==> src/hw/rtl/dtp_pkg.sv <==
// Shared types, constants and command codes for the deadline timer pool.
// Used by dtp_cmp and deadline_timer_pool_unit; depends on nothing else.
`default_nettype none

package dtp_pkg;

    // Pool size and slot index width
    localparam int NUM_SLOTS = 10;
    localparam int SLOT_W    = 4;
    localparam int IDX_W     = (NUM_SLOTS > 1) ? $clog2(NUM_SLOTS) : 1;

    // Tick counter: low part wraps at TICK_WRAP into the high part
    localparam int LOW_W  = 31;
    localparam int HIGH_W = 32;
    localparam logic [LOW_W-1:0] TICK_WRAP     = 31'd2147383600;
    localparam logic [LOW_W-1:0] TICK_WRAP_M1  = 31'd2147383599;
    localparam logic [32:0]      SUM_WRAP_X1   = 33'd2147383600;
    localparam logic [32:0]      SUM_WRAP_X2   = 33'd4294767200;
    localparam logic signed [33:0] REM_WRAP_X1 = 34'sd2147383600;
    localparam logic signed [33:0] REM_WRAP_X2 = 34'sd4294767200;
    localparam logic signed [33:0] REM_MAX     = 34'sd2147483647;
    localparam logic signed [33:0] REM_MIN     = -34'sd2147483648;

    // Command codes
    localparam logic [2:0] CMD_TICK  = 3'd0;
    localparam logic [2:0] CMD_ALLOC = 3'd1;
    localparam logic [2:0] CMD_FREE  = 3'd2;
    localparam logic [2:0] CMD_SET   = 3'd3;
    localparam logic [2:0] CMD_CHECK = 3'd4;
    localparam logic [2:0] CMD_READ  = 3'd5;

    // Status codes
    localparam logic ST_OK   = 1'b0;
    localparam logic ST_FAIL = 1'b1;

    typedef logic [LOW_W-1:0]  t_low;
    typedef logic [HIGH_W-1:0] t_high;
    typedef logic [SLOT_W-1:0] t_slot;

    // Input item
    typedef struct packed {
        logic [2:0]  cmd;
        t_slot       slot;
        logic [30:0] delay_ticks;
    } t_in_item;

    // Result item
    typedef struct packed {
        logic               status;
        t_slot              granted_slot;
        logic               expired;
        logic signed [31:0] remaining;
    } t_out_item;

endpackage

`default_nettype wire

==> src/hw/rtl/dtp_cmp.sv <==
// Deadline comparator: expiry test and saturated ticks remaining for one slot.
// Depends on dtp_pkg.
`default_nettype none

module dtp_cmp (
    input  dtp_pkg::t_low       i_now_low,
    input  dtp_pkg::t_high      i_now_high,
    input  dtp_pkg::t_low       i_dl_low,
    input  dtp_pkg::t_high      i_dl_high,
    output logic                o_expired,
    output logic signed [31:0]  o_remaining
);
    import dtp_pkg::*;

    logic signed [32:0] hd;
    logic signed [31:0] ld;
    logic signed [33:0] base;
    logic signed [33:0] sum;

    // Expiry: high part first, then low part
    assign o_expired = (i_now_high > i_dl_high) ||
                       ((i_now_high == i_dl_high) && (i_now_low >= i_dl_low));

    // Signed differences of both parts
    assign hd = $signed({1'b0, i_dl_high}) - $signed({1'b0, i_now_high});
    assign ld = $signed({1'b0, i_dl_low}) - $signed({1'b0, i_now_low});

    // High difference scaled by the wrap; only -2..2 matter, the rest saturates
    always_comb begin
        unique case (hd[2:0])
            3'b010:  base = REM_WRAP_X2;
            3'b001:  base = REM_WRAP_X1;
            3'b111:  base = -REM_WRAP_X1;
            3'b110:  base = -REM_WRAP_X2;
            default: base = '0;
        endcase
    end

    assign sum = base + 34'(ld);

    // Clamp to the 32-bit signed range
    always_comb begin
        priority if (hd >= 33'sd3) begin
            o_remaining = 32'(REM_MAX);
        end else if (hd <= -33'sd3) begin
            o_remaining = 32'(REM_MIN);
        end else if (sum > REM_MAX) begin
            o_remaining = 32'(REM_MAX);
        end else if (sum < REM_MIN) begin
            o_remaining = 32'(REM_MIN);
        end else begin
            o_remaining = sum[31:0];
        end
    end

endmodule

`default_nettype wire

==> src/hw/rtl/deadline_timer_pool_unit.sv <==
// Deadline timer pool: tick counter, slot claim bits and deadline registers.
// Depends on dtp_pkg and dtp_cmp.
//
// Usage:
//   Input channel i_in_valid / i_in_item / o_in_stall carries commands (tick,
//   allocate, release, set, check, read). Output channel o_out_valid /
//   o_out_item / i_out_stall returns exactly one result item per command.
//   An item is taken at an edge with valid high and stall low.
//   An accepted item sits in the input register, is executed against the
//   timer state when it leaves that register and is then offered from the
//   result register. Throughput is one item per cycle while the receiver
//   does not stall: each command is executed by the compare and add logic
//   between the input register and the result register.
//   Receiver stall: the result register holds its item; the input register
//   keeps one more item, after which o_in_stall rises.
//   i_cfg_we / i_cfg_wdata write pool_enabled; write it only while idle.
//   Reset (synchronous, i_rst_n low): counter, deadlines and claim bits are
//   cleared, the pool is disabled and both registers are emptied.
`default_nettype none

module deadline_timer_pool_unit (
    input  logic                  i_clk,
    input  logic                  i_rst_n,
    input  logic                  i_cfg_we,
    input  logic                  i_cfg_wdata,
    input  logic                  i_in_valid,
    input  dtp_pkg::t_in_item     i_in_item,
    output logic                  o_in_stall,
    output logic                  o_out_valid,
    output dtp_pkg::t_out_item    o_out_item,
    input  logic                  i_out_stall
);
    import dtp_pkg::*;

    // Registers
    logic                r_pool_enabled;
    logic                r_in_valid;
    t_in_item            r_in;
    logic                r_out_valid;
    t_out_item           r_out;
    t_low                r_now_low;
    t_high               r_now_high;
    t_low                r_dl_low  [NUM_SLOTS];
    t_high               r_dl_high [NUM_SLOTS];
    logic [NUM_SLOTS-1:0] r_claimed;

    // Next values
    t_out_item           n_out;
    t_low                n_now_low;
    t_high               n_now_high;
    logic [NUM_SLOTS-1:0] n_claimed;
    logic                n_set_we;
    t_low                n_set_low;
    t_high               n_set_high;

    logic                advance;
    logic                in_take;
    logic                slot_ok;
    logic [IDX_W-1:0]    rd_idx;
    logic [32:0]         set_sum;
    logic [32:0]         set_rem;
    logic [1:0]          set_q;
    logic                free_found;
    t_slot               free_slot;
    logic                cmp_expired;
    logic signed [31:0]  cmp_remaining;

    // Handshake: input register moves on when the result register is free
    assign advance     = r_in_valid && (!r_out_valid || !i_out_stall);
    assign o_in_stall  = r_in_valid && !advance;
    assign in_take     = i_in_valid && !o_in_stall;
    assign o_out_valid = r_out_valid;
    assign o_out_item  = r_out;

    // Slot decode; out-of-range slots read entry zero and are masked later
    assign slot_ok = (32'(r_in.slot) < 32'(NUM_SLOTS));
    assign rd_idx  = slot_ok ? r_in.slot[IDX_W-1:0] : '0;

    dtp_cmp u_cmp (
        .i_now_low   (r_now_low),
        .i_now_high  (r_now_high),
        .i_dl_low    (r_dl_low[rd_idx]),
        .i_dl_high   (r_dl_high[rd_idx]),
        .o_expired   (cmp_expired),
        .o_remaining (cmp_remaining)
    );

    // Lowest free slot
    always_comb begin
        free_found = 1'b0;
        free_slot  = '0;
        for (int i = 0; i < NUM_SLOTS; i++) begin
            if (!free_found && !r_claimed[i]) begin
                free_found = 1'b1;
                free_slot  = SLOT_W'(i);
            end
        end
    end

    // Deadline for set: sum reduced modulo the wrap, quotient is 0..2
    assign set_sum = {2'b00, r_now_low} + {2'b00, r_in.delay_ticks};
    always_comb begin
        priority if (set_sum >= SUM_WRAP_X2) begin
            set_q   = 2'd2;
            set_rem = set_sum - SUM_WRAP_X2;
        end else if (set_sum >= SUM_WRAP_X1) begin
            set_q   = 2'd1;
            set_rem = set_sum - SUM_WRAP_X1;
        end else begin
            set_q   = 2'd0;
            set_rem = set_sum;
        end
    end
    assign n_set_low  = set_rem[LOW_W-1:0];
    assign n_set_high = r_now_high + HIGH_W'(set_q);

    // Command execution
    always_comb begin
        n_out      = '0;
        n_now_low  = r_now_low;
        n_now_high = r_now_high;
        n_claimed  = r_claimed;
        n_set_we   = 1'b0;
        unique case (r_in.cmd)
            CMD_TICK: begin
                if (r_now_low >= TICK_WRAP_M1) begin
                    n_now_low  = '0;
                    n_now_high = r_now_high + 1'b1;
                end else begin
                    n_now_low  = r_now_low + 1'b1;
                end
            end
            CMD_ALLOC: begin
                if (r_pool_enabled && free_found) begin
                    n_out.granted_slot = free_slot;
                    n_claimed[free_slot[IDX_W-1:0]] = 1'b1;
                end else begin
                    n_out.status = ST_FAIL;
                end
            end
            CMD_FREE: begin
                if (r_pool_enabled && slot_ok && r_claimed[rd_idx]) begin
                    n_claimed[rd_idx] = 1'b0;
                end else begin
                    n_out.status = ST_FAIL;
                end
            end
            CMD_SET: begin
                if (slot_ok) begin
                    n_set_we = 1'b1;
                end else begin
                    n_out.status = ST_FAIL;
                end
            end
            CMD_CHECK: begin
                if (slot_ok) begin
                    n_out.expired = cmp_expired;
                end else begin
                    n_out.status  = ST_FAIL;
                    n_out.expired = 1'b1;
                end
            end
            CMD_READ: begin
                if (slot_ok) begin
                    n_out.remaining = cmp_remaining;
                end else begin
                    n_out.status = ST_FAIL;
                end
            end
            default: begin
                n_out.status = ST_FAIL;
            end
        endcase
    end

    // Handshake registers and configuration
    always_ff @(posedge i_clk) begin
        if (!i_rst_n) begin
            r_pool_enabled <= 1'b0;
            r_in_valid     <= 1'b0;
            r_out_valid    <= 1'b0;
        end else begin
            if (i_cfg_we) begin
                r_pool_enabled <= i_cfg_wdata;
            end
            if (in_take) begin
                r_in_valid <= 1'b1;
            end else if (advance) begin
                r_in_valid <= 1'b0;
            end
            if (advance) begin
                r_out_valid <= 1'b1;
            end else if (!i_out_stall) begin
                r_out_valid <= 1'b0;
            end
        end
    end

    // Payload registers
    always_ff @(posedge i_clk) begin
        if (in_take) begin
            r_in <= i_in_item;
        end
        if (advance) begin
            r_out <= n_out;
        end
    end

    // Timer state: updated when an item executes
    always_ff @(posedge i_clk) begin
        if (!i_rst_n) begin
            r_now_low  <= '0;
            r_now_high <= '0;
            r_claimed  <= '0;
            for (int i = 0; i < NUM_SLOTS; i++) begin
                r_dl_low[i]  <= '0;
                r_dl_high[i] <= '0;
            end
        end else if (advance) begin
            r_now_low  <= n_now_low;
            r_now_high <= n_now_high;
            r_claimed  <= n_claimed;
            if (n_set_we) begin
                r_dl_low[rd_idx]  <= n_set_low;
                r_dl_high[rd_idx] <= n_set_high;
            end
        end
    end

    // Checks
    a_low_in_range: assert property (@(posedge i_clk) disable iff (!i_rst_n)
        r_now_low < TICK_WRAP)
        else $error("tick counter low part reached the wrap value");

    a_stall_only_when_full: assert property (@(posedge i_clk) disable iff (!i_rst_n)
        o_in_stall |-> (r_in_valid && r_out_valid))
        else $error("input stalled with a free register");

    a_grant_claimed: assert property (@(posedge i_clk) disable iff (!i_rst_n)
        (advance && r_in.cmd == CMD_ALLOC && n_out.status == ST_OK)
        |=> r_claimed[r_out.granted_slot[IDX_W-1:0]])
        else $error("granted slot not marked as claimed");

endmodule

`default_nettype wire
==> config.mk <==
export PLATFORM = sky130hd
export DESIGN_NAME = deadline_timer_pool_unit
export DESIGN_NICKNAME = d
export VERILOG_FILES = /design/src/hw/rtl/dtp_pkg.sv /design/src/hw/rtl/dtp_cmp.sv /design/src/hw/rtl/deadline_timer_pool_unit.sv
export SDC_FILE = /design/constraint.sdc
export NUM_CORES = 2
export LEC_CHECK = 0
export ABC_AREA = 1
export BUFFER_PORTS_ARGS = -buffer_cell sky130_fd_sc_hd__buf_2
export CAP_MARGIN = 10
export CORE_MARGIN = 1
export CORE_UTILIZATION = 57
export CTS_CLUSTER_DIAMETER = 100
export DETAILED_ROUTE_END_ITERATION = 8
export PLACE_DENSITY = 0.76
export SLEW_MARGIN = 10
export SYNTH_ARGS = -nofsm -noshare
export SYNTH_HDL_FRONTEND = slang
export SYNTH_SLANG_ARGS = --single-unit
==> constraint.sdc <==
create_clock -name i_clk -period 6.2 [get_ports i_clk]
set_input_delay 0 -clock i_clk [delete_from_list [all_inputs] [get_ports i_clk]]
set_output_delay 0 -clock i_clk [all_outputs]
set_load 0.005 [all_outputs]
Yosys cells after proc, flatten, opt, wreduce, memory -nomap -nowiden
Memory sizes are Yosys's and may differ from the RTL's.
Index checks and enable logic that the tools add are counted.
{ "totals": {"output_inout_bits": 40, "ram_bits": 630, "elab_cells": 171, "n_memories": 2, "input_bits": 44, "reg_bits": 152} }
{ "op_classes": {"reduce_logical": 53, "bitwise": 5, "order_cmp": 14, "mux": 61, "n_addsub": 9, "n_eq_ne": 13} }
{ "memory_table": {"columns": ["name", "depth", "word_bits", "rd", "rd_ports_with_merged_regs", "write_ports", "line_no", "rtl"], "rows": [
  ["r_dl_high", 10, 32, 1, 0, 10, "deadline_timer_pool_unit.sv:44", "t_high r_dl_high [NUM_SLOTS];"],
  ["r_dl_low", 10, 31, 1, 0, 10, "deadline_timer_pool_unit.sv:43", "t_low r_dl_low [NUM_SLOTS];"]
]} }
{ "ops": {"columns": ["op", "n"], "rows": [
  ["two-way mux 31 bit", 5],
  ["case mux 34 bit (4 select lines)", 1],
  ["two-way mux 32 bit", 4],
  ["subtractor 31 bit, second input constant", 2],
  ["two-way mux 4 bit", 11],
  ["adder 34 x 32 -> 34 bit", 1],
  ["greater-than comparator 34 x 32 -> 1 bit, second input constant", 1],
  ["less-than comparator 34 x 32 -> 1 bit, second input constant", 1],
  ["greater-or-equal comparator 33 x 3 -> 1 bit, second input constant", 1],
  ["<= comparator 33 x 3 -> 1 bit, second input constant", 1],
  ["subtractor 32 x 32 -> 33 bit", 1],
  ["adder 31 x 31 -> 32 bit", 1],
  ["adder 32 x 1 -> 32 bit, second input constant", 1],
  ["adder 32 x 2 -> 32 bit", 1],
  ["== test 32 bit", 1],
  ["greater-or-equal comparator 32 x 31 -> 1 bit, second input constant", 1],
  ["greater-or-equal comparator 32 bit, second input constant", 1],
  ["greater-than comparator 32 bit", 1],
  ["two-way mux 1 bit", 32],
  ["OR reduction 32 bit", 1],
  ["subtractor 31 x 31 -> 32 bit", 1],
  ["adder 31 x 1 -> 31 bit, second input constant", 1],
  ["greater-or-equal comparator 31 bit", 1],
  ["greater-or-equal comparator 31 bit, second input constant", 1],
  ["other kinds (28)", 82]
]} }

Longest topological paths before layout
{ "logic_depth": {"word_depth": 34, "mapped_depth": 40, "depth_no_buf": 36} }

Cells and area by module
From an unflattened synthesis, not the netlist that was laid out.
{ "unflattened": {"hier_cells": 5835, "area_unflattened_um2": 49651.4} }
{ "by_module_without_submodules": {"columns": ["mod", "area_per_inst_um2", "instances", "cells_per_inst", "seq_area_each_um2"], "rows": [
  ["deadline_timer_pool_unit", 42714.7, 1, 4479, 26505.4],
  ["dtp_cmp", 6936.7, 1, 1356, 0.0]
]} }

Least setup slack after synthesis
OpenSTA, ideal clock, no wires.
{ "synth_path": {"path_type": "reg-to-reg", "startpoint": "reg r_in[32] (netlist name)", "endpoint": "reg r_out, in the netlist o_out_item[0] (data pin)", "path_buffers": 3, "required_time_ns": 5.930, "arrival_time_ns": 5.983, "setup_ns": 0.270, "slack_ns": -0.053, "period_less_slack_ns": 6.253, "path_stages_with_launch": 37, "path_cell_list": "edfxtp_1 > o21ai_1 > nand2_1 > nand2_1 > clkbuf_1 > clkbuf_1 > inv_1 > a22oi_1 > nand3_1 > a221oi_1 > ha_1 > inv_1 > fa_1 > nand2_1 > inv_1 > a21oi_1 > o21ai_0 > a31oi_1 > o211ai_1 > inv_1 > o21bai_1 > nand3_1 > nand2_1 > a21oi_1 > xor2_1 > ha_1 > inv_1 > nor3_1 > nand2_1 > o211a_1 > nand3_1 > nand2_1 > o21ai_0 > clkbuf_1 > nand2_1 > nand3_1 > a21oi_1"} }
{ "synth_via": {"elab_chain_len": 12, "elab_cells_between_ends": 21, "classes_between": "3 x add/sub; 5 x order compare; 4 x eq/ne; 6 x mux; 1 x reduce/logical; 2 x memory"} }
{ "synth_lines": {"columns": ["element", "line_no", "rtl"], "rows": [
  ["from (decl)", "deadline_timer_pool_unit.sv:38", "t_in_item r_in;"],
  ["from (signal assigned)", "deadline_timer_pool_unit.sv:202", "r_in <= i_in_item;"],
  ["less-than comparator 4 bit", "deadline_timer_pool_unit.sv:76", "assign slot_ok = (32'(r_in.slot) < 32'(NUM_SLOTS));"],
  ["two-way mux 4 bit", "deadline_timer_pool_unit.sv:77", "assign rd_idx = slot_ok ? r_in.slot[IDX_W-1:0] : '0;"],
  ["memory (10 x 32 bit)", null, null],
  ["subtractor 32 x 32 -> 33 bit", "dtp_cmp.sv:25", "assign hd = $signed({1'b0, i_dl_high}) - $signed({1'b0, i_now_high});"],
  ["== test 3 bit (tied with other cells)", "dtp_cmp.sv:30", "unique case (hd[2:0])"],
  ["case mux 34 bit (4 select lines)", "dtp_cmp.sv:30", null],
  ["adder 34 x 32 -> 34 bit", "dtp_cmp.sv:39", "assign sum = base + 34'(ld);"],
  ["less-than comparator 34 x 32 -> 1 bit", "dtp_cmp.sv:49", "end else if (sum < REM_MIN) begin"],
  ["two-way mux 32 bit", "dtp_cmp.sv:49", null],
  ["two-way mux 32 bit", "dtp_cmp.sv:47", "end else if (sum > REM_MAX) begin"],
  ["two-way mux 32 bit", "dtp_cmp.sv:45", "end else if (hd <= -33'sd3) begin"],
  ["two-way mux 31 bit", "dtp_cmp.sv:43", "priority if (hd >= 33'sd3) begin"],
  ["to (signal assigned)", "deadline_timer_pool_unit.sv:205", "r_out <= n_out;"],
  ["to (decl)", "deadline_timer_pool_unit.sv:40", "t_out_item r_out;"]
]} }
Several ways; a longest one is shown, not always the timed one.
A chain may end at the register's enable or synchronous reset.

Final worst setup path
{ "layout_path": {"startpoint": "reg r_in[32] (netlist name)", "endpoint": "reg r_out, in the netlist o_out_item[9] (data pin)"} }
The elaborated chain is that of the path after synthesis.

==> impl_metrics.csv <==
group,metric,value,unit
setup_path,start_kind,"register",
cells_and_area,nFillCells,6453,
timing,fin_tns_setup,0,ns
route,dr_total_vias,40420,
synthesis,synth-seq-area-share,55.94,%
setup_path,reg2reg_to,"o_out_item[9]",
global_route,grt.busiest_layer,"met2",
setup_path,critical_path.endpoint,"o_out_item[9]",
synthesis,synth_cells,5154,
setup_path,ff2ff_path_depth,36,
die,die_area,0.08428,mm2
global_route,grtUsageMet2,54.16,%
global_route,antenna_found_initial,4,
cells_and_area,final_nets,5619,
route,ant_nets,0,
die,die_w,290.3,um
timing,fmax,164.5,MHz
placement,post-place-ws,-0.1481,ns
synthesis,synth_edf_count,832,
route,route.detailed.drc,0,
global_route,grt_use_met1,48.86,%
global_route,overflow,0,
cells_and_area,stdcell_count,6587,
setup_path,cp.arrival,6.60,ns
setup_path,path_class,"reg2reg",
synthesis,synth_area,0.04738,mm2
setup_path,r2r_setup_slack,0.12,ns
status,outcome,"finished, final reports clean",
synthesis,synthFlopType,"edfxtp_1",
power,intPower,0.01159,W
route,wl_per_cell,23.36,um
placement,place.gp.congestion,1.046,
timing,finalCritPeriodShare,98.03,%
route,finalWirelength,153900,um
timing,period_minus_slack,6.078,ns
synthesis,synth_cell_types,62,
clock_tree,cts_root_buf,"clkbuf_16",
timing,rsz0062_at_grt,"yes",
cells_and_area,post-route-util,66.43,%
placement,io_buffers,83,
setup_path,r2r_start,"r_in[32]",
route,drtIter0Drc,5006,
setup_path,end_kind,"register",
flow_run,cap_viol_max_count,0,
global_route,grt_util_met3,8.718,%
worst_hold_path,min_path_type,"in2reg",
cells_and_area,drive_gt1_share,10.13,%
power,seq_power_share,41.9,%
clock_tree,clkTransAtPathRegs,0.06,ns
synthesis,async_reset_ff_share,0,%
clock_tree,cts_tree,"done",
global_route,grt_start_max_net_pins,87,
power,p_per_area,304.3,mW/mm2
global_route,gr-usage-all-layers,35.33,%
timing,finalHoldViolCount,0,
route,first_pass_iters,8,
synthesis,ys.warnings.count,0,
route,via_per_inst,6.136,
synthesis,yosys.area.top_type_share,52.73,%
die,num_rows,105,
cells_and_area,area_growth,15.12,%
synthesis,synth_area_leader_cell,"edfxtp_1",
timing,relSlewSlack,20.32,%
power,swShare,30.16,%
power,clockPowerShare,35.8,%
clock_tree,clk_latency,0.71,ns
setup_path,slowest_stage,"edfxtp_1",
clock_tree,htreeDepth,3,
die,initial_core_util,57.70,%
synthesis,synthTopCellsByArea,"edfxtp_1 (53%), nor2_1 (7.2%), nand2_1 (7.1%)",
clock_tree,cts_sinks,908,
placement,place_inst,6342,
timing,tightest_slew,1.195,ns
placement,dp_hpwl,99120,um
setup_path,max_stage_delay,0.43,ns
setup_path,cp_max_fo,28,
synthesis,syn_avg_cell_area,9.193,um2
timing,finalMaxSlewViolations,0,
setup_path,path_common_cell,"nand2_1",
die,io_pins,84,
power,p_switching,0.005006,W
global_route,grt_pass1_wl,226100,um
die,die_h,290.3,um
global_route,grt_pass1_vias,38080,
timing,finalSetupViolations,0,
clock_tree,cts_buffers,95,
clock_tree,clockBufferDepth,3,
power,power,0.01660,W
die,core,0.08211,mm2
setup_path,startpoint,"r_in[32]",
synthesis,ys_ff_latch,908,
power,p_leak,20.94,nW
power,ir_drop,0.2633,mV
timing,fin_skew,0.06934,ns
cells_and_area,num_antenna_cells,0,
setup_path,crit_required,6.72,ns
power,p_comb_share,22.3,%
timing,fin_ws,0.1222,ns
==> registers in the layout, indices dropped and copies added (netlist names) <==
signal,flops
r_in,38
o_out_item,38
o_out_valid,1
r_dl_low,372
r_pool_enabled,1
r_now_high,32
r_dl_high,384
r_now_low,31
r_in_valid,1
r_claimed,10
==> cells by family after synthesis <==
kind of cell | after synthesis | synth area share (%)
AND/OR/NAND/NOR | 2283 | 20.40
AO/OA/AOI/OAI | 1001 | 12.02
flip-flops | 908 | 55.94
buffers and inverters | 705 | 5.678
adder cells (fa/ha/maj) | 136 | 3.671
XOR/XNOR | 120 | 2.282
other | 1 | 0.007915
==> timing repair <==
| item | in CTS | in global routing |
|---|---|---|
| setup endpoints to repair | 31 | 50 |
| pin swaps | 1 | 25 |
| gates resized for setup | 8 | 113 |
| hold buffers | 46 | 0 |
| buffers inserted | 2 | 18 |
| gates cloned | 0 | 4 |
| endpoints found under the hold margin | 47 | 0 |
==> cell usage after synthesis, types with 16 or more instances <==
master	number
o21ai_0	308
dfxtp_1	76
nand2_1	892
nand3_2	31
inv_1	468
nand3_1	185
o22ai_1	376
edfxtp_1	832
inv_2	22
buf_1	24
nand3b_1	18
a21oi_1	226
nand4_1	41
nor3_1	84
clkinv_1	16
nor4_1	24
nor2_1	905
xor2_1	87
o21ai_1	23
xnor2_1	29
ha_1	131
clkbuf_1	161
and3_1	64
==> cell usage in the layout (no fill, tap or decap), types with 16 or more instances in the layout <==
| cell | instances |
|---|---|
| a21oi_1 | 210 |
| and3_1 | 57 |
| buf_12 | 23 |
| buf_2 | 83 |
| buf_4 | 100 |
| clkbuf_1 | 17 |
| clkbuf_16 | 100 |
| clkinv_1 | 34 |
| clkinv_2 | 16 |
| conb_1 | 126 |
| dfxtp_1 | 76 |
| dlygate4sd3_1 | 46 |
| edfxtp_1 | 832 |
| ha_1 | 123 |
| inv_1 | 464 |
| inv_2 | 25 |
| nand2_1 | 856 |
| nand2_2 | 18 |
| nand2_4 | 24 |
| nand3_1 | 175 |
| nand3_2 | 38 |
| nand3b_1 | 18 |
| nand4_1 | 41 |
| nor2_1 | 898 |
| nor3_1 | 81 |
| nor4_1 | 23 |
| o21ai_0 | 296 |
| o21ai_1 | 29 |
| o22ai_1 | 374 |
| xnor2_1 | 29 |
| xor2_1 | 87 |
==> metrics by stage <==
| stage | hold WS (ns) | area (um2) |
|---|---|---|
| final | 0.03527 | 54540 |
| after global routing | 0.03281 | 54540 |
| after CTS | 0.01240 | 53900 |
| after detailed placement | 0.1786 | 50140 |
| after global placement | 0.1760 | 50140 |
| after floorplan | 0.09415 | 47850 |
==> power by group through the flow <==
stage / Combinational (W) / Clock [W] / Sequential [W]
detailed placement: 0.00324 / 0 / 0.00707
global placement: 0.00322 / 0 / 0.00706
CTS: 0.00329 / 0.00595 / 0.00695
finish: 0.00370 / 0.00595 / 0.00695
floorplan: 0.00218 / 0 / 0.00706
global route: 0.00400 / 0.00618 / 0.00696
==> metal layers <==
metal  wire length [um]  up-vias
li1                   -    18350
met4               5550        4
met2              67800     2582
met1              60110    19100
met5                 35        -
met3              20370      385
==> cell type report <==
class                      count  area [um2]  area share [%]
tap                         1070        1339           2.455
timing repair buffer         261        2250           4.125
inverter                     506        1918           3.517
multi-input combinational   3666       19270           35.32
sequential                   908       26510           48.60
clock buffer                 117        2526           4.632
timing repair inverter         1       8.758         0.01606
clock inverter                58       729.5           1.337
==> critical path: cells and delay by family (launching register included) <==
kind	cells	cell delay, ns
flops	1	0.43
compound gates	11	1.76
xor+xnor	2	0.38
buf+inv	6	0.95
fa+ha+maj	2	0.68
simple gates	15	1.69
==> worst min-delay path by stage <==
stage                       start             end  depth (start not counted)  slack [ns]
global placement    i_in_item[17]        r_in[17]                          1        0.18
CTS                 i_in_item[18]        r_in[18]                          2        0.01
detailed placement   i_in_item[3]         r_in[3]                          1        0.18
finish              i_in_item[21]        r_in[21]                          2        0.04
floorplan                i_cfg_we  r_pool_enabled                          1        0.09
global route        i_in_item[23]        r_in[23]                          2        0.03
No activity file was read; power rests on OpenSTA's default activity.
